--- config.mk ---
export PLATFORM = sky130hd
export DESIGN_NAME = positional_list_table_engine
export DESIGN_NICKNAME = d
export VERILOG_FILES = /design/src/hw/rtl/plte_pkg.sv /design/src/hw/rtl/plte_ram.sv /design/src/hw/rtl/plte_unit.sv /design/src/hw/rtl/positional_list_table_engine.sv
export SDC_FILE = /design/constraint.sdc
export NUM_CORES = 2
export LEC_CHECK = 0
export BUFFER_PORTS_ARGS = -buffer_cell sky130_fd_sc_hd__buf_4
export CORE_MARGIN = 4
export CORE_UTILIZATION = 40
export CTS_CLUSTER_SIZE = 12
export DETAILED_ROUTE_END_ITERATION = 8
export PLACE_DENSITY = 0.53
export SYNTH_ARGS = -nofsm -noshare
export SYNTH_HDL_FRONTEND = slang
export SYNTH_SLANG_ARGS = --single-unit
--- constraint.sdc ---
create_clock -name clk -period 6.3 [get_ports clk]
set_clock_uncertainty 0.2 [all_clocks]
set_input_delay 0.63 -clock clk [delete_from_list [all_inputs] [get_ports clk]]
set_output_delay 0.63 -clock clk [all_outputs]
set_load 0.02 [all_outputs]
--- src/hw/rtl/plte_pkg.sv ---
// Shared constants, request and status codes, and the RAM port struct for
// the positional list table engine. No dependencies.
`timescale 1ns / 1ps
`default_nettype none

package plte_pkg;

  localparam int DEPTH  = 64;
  localparam int DATA_W = 32;
  localparam int IDX_W  = $clog2(DEPTH);
  localparam int CNT_W  = $clog2(DEPTH + 1);
  localparam int REQ_W  = 3;
  localparam int STAT_W = 3;

  localparam logic [REQ_W-1:0] REQ_SEARCH  = 3'd0;
  localparam logic [REQ_W-1:0] REQ_INSERT  = 3'd1;
  localparam logic [REQ_W-1:0] REQ_DELETE  = 3'd2;
  localparam logic [REQ_W-1:0] REQ_REVERSE = 3'd3;
  localparam logic [REQ_W-1:0] REQ_UPDATE  = 3'd4;
  localparam logic [REQ_W-1:0] REQ_DUMP    = 3'd5;

  localparam logic [STAT_W-1:0] ST_OK        = 3'd0;
  localparam logic [STAT_W-1:0] ST_NOT_FOUND = 3'd1;
  localparam logic [STAT_W-1:0] ST_FULL      = 3'd2;
  localparam logic [STAT_W-1:0] ST_EMPTY     = 3'd3;
  localparam logic [STAT_W-1:0] ST_BAD_POS   = 3'd4;

  localparam logic [DATA_W-1:0] UPD_ADD = DATA_W'(5);

  typedef logic [DATA_W-1:0] word_t;

  typedef struct packed {
    logic             rd_en;
    logic [IDX_W-1:0] rd_addr;
    logic             wr_en;
    logic [IDX_W-1:0] wr_addr;
    word_t            wr_data;
  } ram_req_t;

endpackage

`default_nettype wire

--- src/hw/rtl/plte_ram.sv ---
// Element store: one write port and one read port with registered read data.
// Depends on plte_pkg.
`timescale 1ns / 1ps
`default_nettype none

module plte_ram
  import plte_pkg::*;
(
  input  wire logic     clk,
  input  wire ram_req_t req,
  output word_t         rd_data
);

  word_t mem [DEPTH];
  word_t rd_data_r;

  always_ff @(posedge clk) begin
    if (req.wr_en) begin
      mem[req.wr_addr] <= req.wr_data;
    end
    if (req.rd_en) begin
      rd_data_r <= mem[req.rd_addr];
    end
  end

  assign rd_data = rd_data_r;

endmodule

`default_nettype wire

--- src/hw/rtl/plte_unit.sv ---
// Shared datapath unit: key compare and the update rewrite of one word.
// Depends on plte_pkg.
`timescale 1ns / 1ps
`default_nettype none

module plte_unit
  import plte_pkg::*;
(
  input  wire word_t a,
  input  wire word_t key,
  input  wire logic  odd,
  output logic       eq,
  output word_t      upd
);

  assign eq  = (a == key);
  // Odd positions double, even positions add five; both wrap.
  assign upd = odd ? {a[DATA_W-2:0], 1'b0} : (a + UPD_ADD);

endmodule

`default_nettype wire

--- src/hw/rtl/positional_list_table_engine.sv ---
// Top level of the positional list table engine: request sequencer, result
// register and the instances of the element store and the datapath unit.
// Depends on plte_pkg, plte_ram and plte_unit.
`timescale 1ns / 1ps
`default_nettype none

// Usage:
// Requests arrive on the in_ channel (valid/ready); one transfer carries a
// request type, a list position and a value. The block serves one request at
// a time and drops in_ready from the transfer until its work is finished.
// Results leave on the out_ channel from an output register; every request
// gives one result, except dump, which gives one per entry (one for an empty
// list) with out_last_of_run set on the final one. Unknown request types are
// dropped without a result.
// Search, insert, delete, update and dump walk the element store through its
// single read and single write port, one entry per cycle (a dump only while
// the output slot is free), so the cost follows the list count n; reverse
// swaps one pair per pass through S_RV_RB, S_RV_WA and S_RV_WB. Every defined
// request but a dump then loads the result register in its result step; a
// rejected request goes there at once. Dump loads each entry straight into
// the output register. in_ready returns in the cycle after the work ends. A
// stalled receiver holds the result register; a dump then pauses in place and
// resumes when the pending transfer completes, and other requests wait in
// their result step. Reset clears the count, the sequencer and the output
// valid. The store itself is not cleared; entries are only read after they
// were written.

module positional_list_table_engine
  import plte_pkg::*;
(
  input  wire logic               clk,
  input  wire logic               rst_n,
  input  wire logic               in_valid,
  output logic                    in_ready,
  input  wire logic [REQ_W-1:0]   in_req_type,
  input  wire logic [CNT_W-1:0]   in_position,
  input  wire logic signed [DATA_W-1:0] in_item_value,
  output logic                    out_valid,
  input  wire logic               out_ready,
  output logic [STAT_W-1:0]       out_status,
  output logic [IDX_W-1:0]        out_found_index,
  output logic signed [DATA_W-1:0] out_result_value,
  output logic [CNT_W-1:0]        out_element_count,
  output logic                    out_last_of_run
);

  localparam int SW = 4;
  localparam logic [SW-1:0] S_IDLE  = 4'd0;
  localparam logic [SW-1:0] S_SRCH  = 4'd1;
  localparam logic [SW-1:0] S_INS   = 4'd2;
  localparam logic [SW-1:0] S_DEL   = 4'd3;
  localparam logic [SW-1:0] S_UPD   = 4'd4;
  localparam logic [SW-1:0] S_DUMP  = 4'd5;
  localparam logic [SW-1:0] S_RV_RB = 4'd6;
  localparam logic [SW-1:0] S_RV_WA = 4'd7;
  localparam logic [SW-1:0] S_RV_WB = 4'd8;
  localparam logic [SW-1:0] S_RESP  = 4'd9;

  localparam logic [CNT_W-1:0] CNT_ONE  = CNT_W'(1);
  localparam logic [CNT_W-1:0] CNT_FULL = CNT_W'(DEPTH);
  localparam logic [IDX_W-1:0] IDX_ONE  = IDX_W'(1);

  // Control state.
  logic [SW-1:0]    state_r, state_nxt;
  logic [CNT_W-1:0] cnt_r, cnt_nxt;
  logic             pipe_v_r, pipe_v_nxt;
  logic             out_valid_r, out_valid_nxt;

  // Walk pointers and request operands.
  logic [CNT_W-1:0] p_r, p_nxt;           // next entry to read, or one above it on insert (front side)
  logic [IDX_W-1:0] q_r, q_nxt;           // back side of a reverse
  logic [IDX_W-1:0] pipe_idx_r, pipe_idx_nxt; // index of the word in rd_data
  logic [CNT_W-1:0] pos_r, pos_nxt;
  word_t            key_r, key_nxt;
  word_t            tmp_r, tmp_nxt;

  // Pending single result.
  logic [STAT_W-1:0] res_status_r, res_status_nxt;
  logic [IDX_W-1:0]  res_idx_r, res_idx_nxt;
  word_t             res_value_r, res_value_nxt;

  // Output register payload.
  logic [STAT_W-1:0] o_status_r, o_status_nxt;
  logic [IDX_W-1:0]  o_idx_r, o_idx_nxt;
  word_t             o_value_r, o_value_nxt;
  logic [CNT_W-1:0]  o_cnt_r, o_cnt_nxt;
  logic              o_last_r, o_last_nxt;

  ram_req_t ram_req;
  word_t    rd_data;
  logic     unit_eq;
  word_t    unit_upd;

  logic in_fire;
  logic slot_free;
  logic [CNT_W-1:0] p_inc, p_dec;
  logic [IDX_W-1:0] q_dec;

  plte_ram u_ram (
    .clk     (clk),
    .req     (ram_req),
    .rd_data (rd_data)
  );

  plte_unit u_unit (
    .a   (rd_data),
    .key (key_r),
    .odd (pipe_idx_r[0]),
    .eq  (unit_eq),
    .upd (unit_upd)
  );

  assign in_ready  = (state_r == S_IDLE);
  assign in_fire   = in_valid && in_ready;
  assign slot_free = !out_valid_r || out_ready;
  assign p_inc     = p_r + CNT_ONE;
  assign p_dec     = p_r - CNT_ONE;
  assign q_dec     = q_r - IDX_ONE;

  always_comb begin
    state_nxt      = state_r;
    cnt_nxt        = cnt_r;
    pipe_v_nxt     = pipe_v_r;
    p_nxt          = p_r;
    q_nxt          = q_r;
    pipe_idx_nxt   = pipe_idx_r;
    pos_nxt        = pos_r;
    key_nxt        = key_r;
    tmp_nxt        = tmp_r;
    res_status_nxt = res_status_r;
    res_idx_nxt    = res_idx_r;
    res_value_nxt  = res_value_r;
    out_valid_nxt  = out_valid_r && !out_ready;
    o_status_nxt   = o_status_r;
    o_idx_nxt      = o_idx_r;
    o_value_nxt    = o_value_r;
    o_cnt_nxt      = o_cnt_r;
    o_last_nxt     = o_last_r;
    ram_req        = '0;

    unique case (state_r)
      S_IDLE: begin
        if (in_fire) begin
          pos_nxt        = in_position;
          key_nxt        = in_item_value;
          p_nxt          = '0;
          pipe_v_nxt     = 1'b0;
          res_status_nxt = ST_OK;
          res_idx_nxt    = '0;
          res_value_nxt  = '0;
          tmp_nxt        = '0;
          unique case (in_req_type)
            REQ_SEARCH: state_nxt = S_SRCH;
            REQ_INSERT: begin
              if (cnt_r == CNT_FULL) begin
                res_status_nxt = ST_FULL;
                state_nxt      = S_RESP;
              end else if (in_position > cnt_r) begin
                res_status_nxt = ST_BAD_POS;
                state_nxt      = S_RESP;
              end else begin
                p_nxt     = cnt_r;
                state_nxt = S_INS;
              end
            end
            REQ_DELETE: begin
              if (cnt_r == '0) begin
                res_status_nxt = ST_EMPTY;
                state_nxt      = S_RESP;
              end else if (in_position >= cnt_r) begin
                res_status_nxt = ST_BAD_POS;
                state_nxt      = S_RESP;
              end else begin
                p_nxt     = in_position;
                state_nxt = S_DEL;
              end
            end
            REQ_REVERSE: begin
              if (cnt_r > CNT_ONE) begin
                // Front pointer starts at zero, back pointer at the last entry.
                ram_req.rd_en   = 1'b1;
                ram_req.rd_addr = '0;
                q_nxt           = cnt_r[IDX_W-1:0] - IDX_ONE;
                state_nxt       = S_RV_RB;
              end else begin
                state_nxt = S_RESP;
              end
            end
            REQ_UPDATE: state_nxt = S_UPD;
            REQ_DUMP: begin
              if (cnt_r == '0) begin
                res_status_nxt = ST_EMPTY;
                state_nxt      = S_RESP;
              end else begin
                state_nxt = S_DUMP;
              end
            end
            default: state_nxt = S_IDLE;
          endcase
        end
      end

      S_SRCH: begin
        if (pipe_v_r && unit_eq) begin
          res_idx_nxt = pipe_idx_r;
          state_nxt   = S_RESP;
        end else if (p_r < cnt_r) begin
          ram_req.rd_en   = 1'b1;
          ram_req.rd_addr = p_r[IDX_W-1:0];
          pipe_idx_nxt    = p_r[IDX_W-1:0];
          pipe_v_nxt      = 1'b1;
          p_nxt           = p_inc;
        end else begin
          res_status_nxt = ST_NOT_FOUND;
          state_nxt      = S_RESP;
        end
      end

      S_INS: begin
        // Walk down from the top; each word read moves up by one.
        if (pipe_v_r) begin
          ram_req.wr_en   = 1'b1;
          ram_req.wr_addr = pipe_idx_r + IDX_ONE;
          ram_req.wr_data = rd_data;
        end
        if (p_r > pos_r) begin
          ram_req.rd_en   = 1'b1;
          ram_req.rd_addr = p_dec[IDX_W-1:0];
          pipe_idx_nxt    = p_dec[IDX_W-1:0];
          pipe_v_nxt      = 1'b1;
          p_nxt           = p_dec;
        end else begin
          pipe_v_nxt = 1'b0;
          if (!pipe_v_r) begin
            ram_req.wr_en   = 1'b1;
            ram_req.wr_addr = pos_r[IDX_W-1:0];
            ram_req.wr_data = key_r;
            cnt_nxt         = cnt_r + CNT_ONE;
            state_nxt       = S_RESP;
          end
        end
      end

      S_DEL: begin
        // The first word read is the removed one; the rest move down by one.
        if (pipe_v_r) begin
          if ({1'b0, pipe_idx_r} == pos_r) begin
            tmp_nxt = rd_data;
          end else begin
            ram_req.wr_en   = 1'b1;
            ram_req.wr_addr = pipe_idx_r - IDX_ONE;
            ram_req.wr_data = rd_data;
          end
        end
        if (p_r < cnt_r) begin
          ram_req.rd_en   = 1'b1;
          ram_req.rd_addr = p_r[IDX_W-1:0];
          pipe_idx_nxt    = p_r[IDX_W-1:0];
          pipe_v_nxt      = 1'b1;
          p_nxt           = p_inc;
        end else begin
          pipe_v_nxt = 1'b0;
          if (!pipe_v_r) begin
            cnt_nxt       = cnt_r - CNT_ONE;
            res_value_nxt = tmp_r;
            state_nxt     = S_RESP;
          end
        end
      end

      S_UPD: begin
        if (pipe_v_r) begin
          ram_req.wr_en   = 1'b1;
          ram_req.wr_addr = pipe_idx_r;
          ram_req.wr_data = unit_upd;
        end
        if (p_r < cnt_r) begin
          ram_req.rd_en   = 1'b1;
          ram_req.rd_addr = p_r[IDX_W-1:0];
          pipe_idx_nxt    = p_r[IDX_W-1:0];
          pipe_v_nxt      = 1'b1;
          p_nxt           = p_inc;
        end else begin
          pipe_v_nxt = 1'b0;
          if (!pipe_v_r) begin
            state_nxt = S_RESP;
          end
        end
      end

      S_DUMP: begin
        // A word waiting in rd_data holds until the output slot frees up.
        if (!pipe_v_r || slot_free) begin
          if (pipe_v_r) begin
            out_valid_nxt = 1'b1;
            o_status_nxt  = ST_OK;
            o_idx_nxt     = '0;
            o_value_nxt   = rd_data;
            o_cnt_nxt     = cnt_r;
            o_last_nxt    = (({1'b0, pipe_idx_r} + CNT_ONE) == cnt_r);
          end
          if (p_r < cnt_r) begin
            ram_req.rd_en   = 1'b1;
            ram_req.rd_addr = p_r[IDX_W-1:0];
            pipe_idx_nxt    = p_r[IDX_W-1:0];
            pipe_v_nxt      = 1'b1;
            p_nxt           = p_inc;
          end else begin
            pipe_v_nxt = 1'b0;
            if (!pipe_v_r) begin
              state_nxt = S_IDLE;
            end
          end
        end
      end

      S_RV_RB: begin
        // rd_data holds the front word; fetch the back word.
        tmp_nxt         = rd_data;
        ram_req.rd_en   = 1'b1;
        ram_req.rd_addr = q_r;
        state_nxt       = S_RV_WA;
      end

      S_RV_WA: begin
        ram_req.wr_en   = 1'b1;
        ram_req.wr_addr = p_r[IDX_W-1:0];
        ram_req.wr_data = rd_data;
        state_nxt       = S_RV_WB;
      end

      S_RV_WB: begin
        ram_req.wr_en   = 1'b1;
        ram_req.wr_addr = q_r;
        ram_req.wr_data = tmp_r;
        p_nxt           = p_inc;
        q_nxt           = q_dec;
        if (p_inc < {1'b0, q_dec}) begin
          ram_req.rd_en   = 1'b1;
          ram_req.rd_addr = p_inc[IDX_W-1:0];
          state_nxt       = S_RV_RB;
        end else begin
          state_nxt = S_RESP;
        end
      end

      S_RESP: begin
        if (slot_free) begin
          out_valid_nxt = 1'b1;
          o_status_nxt  = res_status_r;
          o_idx_nxt     = res_idx_r;
          o_value_nxt   = res_value_r;
          o_cnt_nxt     = cnt_r;
          o_last_nxt    = 1'b1;
          state_nxt     = S_IDLE;
        end
      end

      default: state_nxt = S_IDLE;
    endcase
  end

  always_ff @(posedge clk) begin
    if (!rst_n) begin
      state_r     <= S_IDLE;
      cnt_r       <= '0;
      pipe_v_r    <= 1'b0;
      out_valid_r <= 1'b0;
    end else begin
      state_r     <= state_nxt;
      cnt_r       <= cnt_nxt;
      pipe_v_r    <= pipe_v_nxt;
      out_valid_r <= out_valid_nxt;
    end
  end

  always_ff @(posedge clk) begin
    p_r          <= p_nxt;
    q_r          <= q_nxt;
    pipe_idx_r   <= pipe_idx_nxt;
    pos_r        <= pos_nxt;
    key_r        <= key_nxt;
    tmp_r        <= tmp_nxt;
    res_status_r <= res_status_nxt;
    res_idx_r    <= res_idx_nxt;
    res_value_r  <= res_value_nxt;
    o_status_r   <= o_status_nxt;
    o_idx_r      <= o_idx_nxt;
    o_value_r    <= o_value_nxt;
    o_cnt_r      <= o_cnt_nxt;
    o_last_r     <= o_last_nxt;
  end

  assign out_valid         = out_valid_r;
  assign out_status        = o_status_r;
  assign out_found_index   = o_idx_r;
  assign out_result_value  = o_value_r;
  assign out_element_count = o_cnt_r;
  assign out_last_of_run   = o_last_r;

`ifndef SYNTH
  a_cnt_bound: assert property (@(posedge clk) disable iff (!rst_n)
    cnt_r <= CNT_FULL)
    else $error("element count above depth");

  a_idle_no_write: assert property (@(posedge clk) disable iff (!rst_n)
    (state_r == S_IDLE) |-> !ram_req.wr_en)
    else $error("store written while idle");

  a_full_insert_keeps_count: assert property (@(posedge clk) disable iff (!rst_n)
    (in_fire && in_req_type == REQ_INSERT && cnt_r == CNT_FULL) |=>
      (cnt_r == $past(cnt_r)))
    else $error("count changed on insert into full list");

  a_port_conflict: assert property (@(posedge clk) disable iff (!rst_n)
    (ram_req.rd_en && ram_req.wr_en) |-> (ram_req.rd_addr != ram_req.wr_addr))
    else $error("read and write at the same store address");
`endif

endmodule

`default_nettype wire

==> metrics <==
status complete, but fails checks; failing checks DRC; CP delay by family, top compound AO/OA/AOI/OAI gates; first-pass GRT wire length ~430 mm; die area roughly 240000 sq um; Mapped Area 93400 sq um; gpl congestion about 0.92; endpoints failing setup 0; Pint 31020 uW; Mean Syn Cell Area between 10 and 15 sq um; worst IR drop on VDD approximately 530 uV; post-synth top area share between 70% and 80%; Combinational Power Share about a third; Reg-to-Reg Start p_r[0]; HP Class in -> reg; Ys Warns 0; clk root buf clkbuf_16; CTS Buf Count approximately 230; DRT iter0 DRCs between 6000 and 7000; Max-Cap Viols 0; Seq/Total Area, Yosys between 70% and 80%; WL per Instance between 20 and 30 um; most frequent CP cell ha_1; CP max FO 25; clk slew on worst S/H paths around 0.060 ns; Critical Path Sink Type flop; Final #Nets 6997; overall die height about 490 um; critical path's slowest cell nand3_2; Tcrit/Tclk final approximately 95%; Cells after DPL 9679; reg2reg setup slack roughly 0.33 ns; vias in the first global route around 57000; Register Area ~70000 sq um; share of layout cells above drive strength 1 between 10% and 20%; Synth area leader edfxtp_1; LEAKAGE 0.03735 uW; CORE AREA roughly 230000 sq um; # clock sinks ~2300; min Tclk post-route roughly 6 ns; post-layout util between 40% and 50%; Buf/Inv on CP 2; via count 59150; register bit total from synthesis between 2000 and 2500; fillers between 20000 and 25000; Final ANT Viol Nets 0; initial antenna violation count 9; drt total wl a little over 300 mm; min-delay src in_valid; CP Class reg -> reg; Area Growth Syn to Fin 15.47%; setup_tns 0 ns; GRT Util Overall about a quarter; drt first pass iters 9; Hold Slack around 0.086 ns; clk_lat worst skew ~0.90 ns; Data required, critical path 6.75 ns; CP arrival around 6.4 ns; slowest stage delay, CP between 0.7 and 0.8 ns; initial core utilization between 40% and 50%; net count after synthesis 6700; drt drc 2; Reg-to-Reg End u_ram.rd_data[2]; placed cell area 100400 sq um; CP Cell Sequence buf_4 -> ha_1 -> nand3_1 -> xnor2_1 -> ha_1 -> a21o_1 -> a21oi_1 -> and4b_1 -> a211o_1 -> a31o_4 -> nand3_2 -> buf_12 -> o22a_1 -> a31oi_1 -> or4_1; Worst Setup Start Kind flop; RSZ-0062 raised after global routing false; cells after synthesis between 6000 and 7000; sequential power share between 30% and 40%; Final Slew Violations 0; Cell variety after synth 92; Hold Path Cell Cnt 3; Worst Tran Pin Value around 1.3 ns; Congestion Overflow GR 0; final cell count without fillers ~10000; ranking of synthesized cells by area edfxtp_1, nand2_1, mux2i_1, nand3_1, a22oi_1; CTS H-tree lvls 4; Sw Share 37.44%; CTS tree done; Max-slew headroom between 10 and 15%; pwr/cell area 459.8 nW/um^2; cell area after layout 107900 sq um; pin count of the biggest net entering global routing approximately 110; fmax about 170 MHz; number of I/O port buffers between 90 and 100; CTS Buffer Depth 3; ys async rst share 0%; Post-synth EDFFs 2260; vias per cell slightly below 6; DIE WIDTH approximately 490 um; length in cells of the worst reg-to-reg path 15; Hold EP res_value_r[6]; Rows ~180; multi-input logic area roughly 24000 sq um; DP HPWL about 180 mm; Clk pwr share a little over a quarter; Hold Fails Final Rpt 0; Net Sw Power approximately 19000 uW; # IOs between 90 and 100; main flop type after synthesis edfxtp_1
==> power groups by stage <==
stage                     Sequential (uW)  Combinational (uW)  Clock [uW]
after floorplan                     19200                9430           0
after global placement              19500               17000           0
after detailed placement            19600               17100           0
after CTS                           19200               17200       13200
after global routing                19300               18200       13800
final                               19300               17300       13000
==> layout make-up <==
class	instances	share of cell area (%)
antenna	9	0.02088
sequential	2273	63.17
clock inverter	105	0.7471
timing repair buffer	494	4.404
inverter	43	0.1497
clock buffer	312	5.740
tap	3043	3.530
multi-input combinational	3870	22.24
==> worst max-delay path by stage <==
stage	start	end	cells past startpoint
5_1_grt	p_r[0]	u_ram.rd_data[15]	17
3_5_place_dp	p_r[0]	u_ram.rd_data[2]	17
4_1_cts	p_r[0]	u_ram.rd_data[2]	17
6_report	p_r[0]	u_ram.rd_data[2]	15
2_1_floorplan	u_ram.rd_data[2]	u_ram.mem[0][30]	11
3_3_place_gp	p_r[0]	u_ram.rd_data[2]	18
==> flip-flops by register name, indices dropped and copies added, names as in the netlist, 3 cells and up <==
signal / count
res_value_r: 32
cnt_r: 7
p_r: 7
out_element_count: 7
tmp_r: 32
pipe_idx_r: 6
u_ram.rd_data: 32
u_ram.mem: 2048
key_r: 32
res_status_r: 3
pos_r: 7
res_idx_r: 6
state_r: 4
out_found_index: 6
q_r: 6
out_status: 3
out_result_value: 32
==> routing by layer <==
layer  track usage, %  vias up  wire length, um
li1                 -    25760                -
met1            33.72    30220           126700
met2            38.85     2666           140300
met3            3.954      500            23910
met4            8.818        4            11430
met5                0        -               17
==> cells in the final DEF, fill, tap and decap left out, types with 76 or more instances in the layout <==
cell / count
a21oi_1: 208
a22oi_1: 155
buf_4: 376
clkbuf_1: 76
clkbuf_16: 236
edfxtp_1: 2260
mux2i_1: 450
nand2_1: 1200
nand3_1: 588
nor2_1: 112
nor3_1: 82
==> worst register-to-register path: cells and delay by family, from the launching register on <==
family	cells	cell delay (ns)
fa+ha+maj	2	0.56
buf+inv	2	0.68
compound gates	6	1.95
flops	1	0.38
xor+xnor	1	0.32
simple gates	4	1.64
==> cells by family (layout without fill, tap and decap cells) <==
logic type,Yosys count,in the layout,share of synthesized area [%]
muxes,493,493,5.353
adders and majority gates,35,35,0.4689
and+or+nand+nor,2396,2396,11.58
buffers and inverters,476,954,2.347
xor gates and xnor gates,80,80,0.7502
AOI/OAI and AO/OA,866,866,6.567
other,0,9,0
DFF,2273,2273,72.94
==> metrics by stage <==
| stage | setup slack (ns) | total power [uW] |
|---|---|---|
| finish | 0.3263 | 49590 |
| global route | 0.01322 | 51370 |
| CTS | 0.2298 | 49630 |
| detailed placement | 0.2530 | 36660 |
| global placement | 0.2686 | 36580 |
| floorplan | 0.5489 | 28600 |
==> Yosys cell counts (74+ instances only) <==
master,instances
edfxtp_1,2260
nand2_1,1208
nand3_1,597
mux2i_1,450
clkbuf_1,219
a21oi_1,208
nor2_1,179
a22oi_1,155
buf_2,134
nor3_1,89
o21ai_0,79
a31oi_1,74
==> what timing repair did <==
| item | in CTS | in global routing |
|---|---|---|
| endpoints found under the setup margin | 0 | 2 |
| hold endpoints to repair | 49 | 0 |
| resized for setup | 0 | 2 |
| setup buffers | 0 | 0 |
| hold buffers | 43 | 0 |
(Power assumes the default switching activity.)
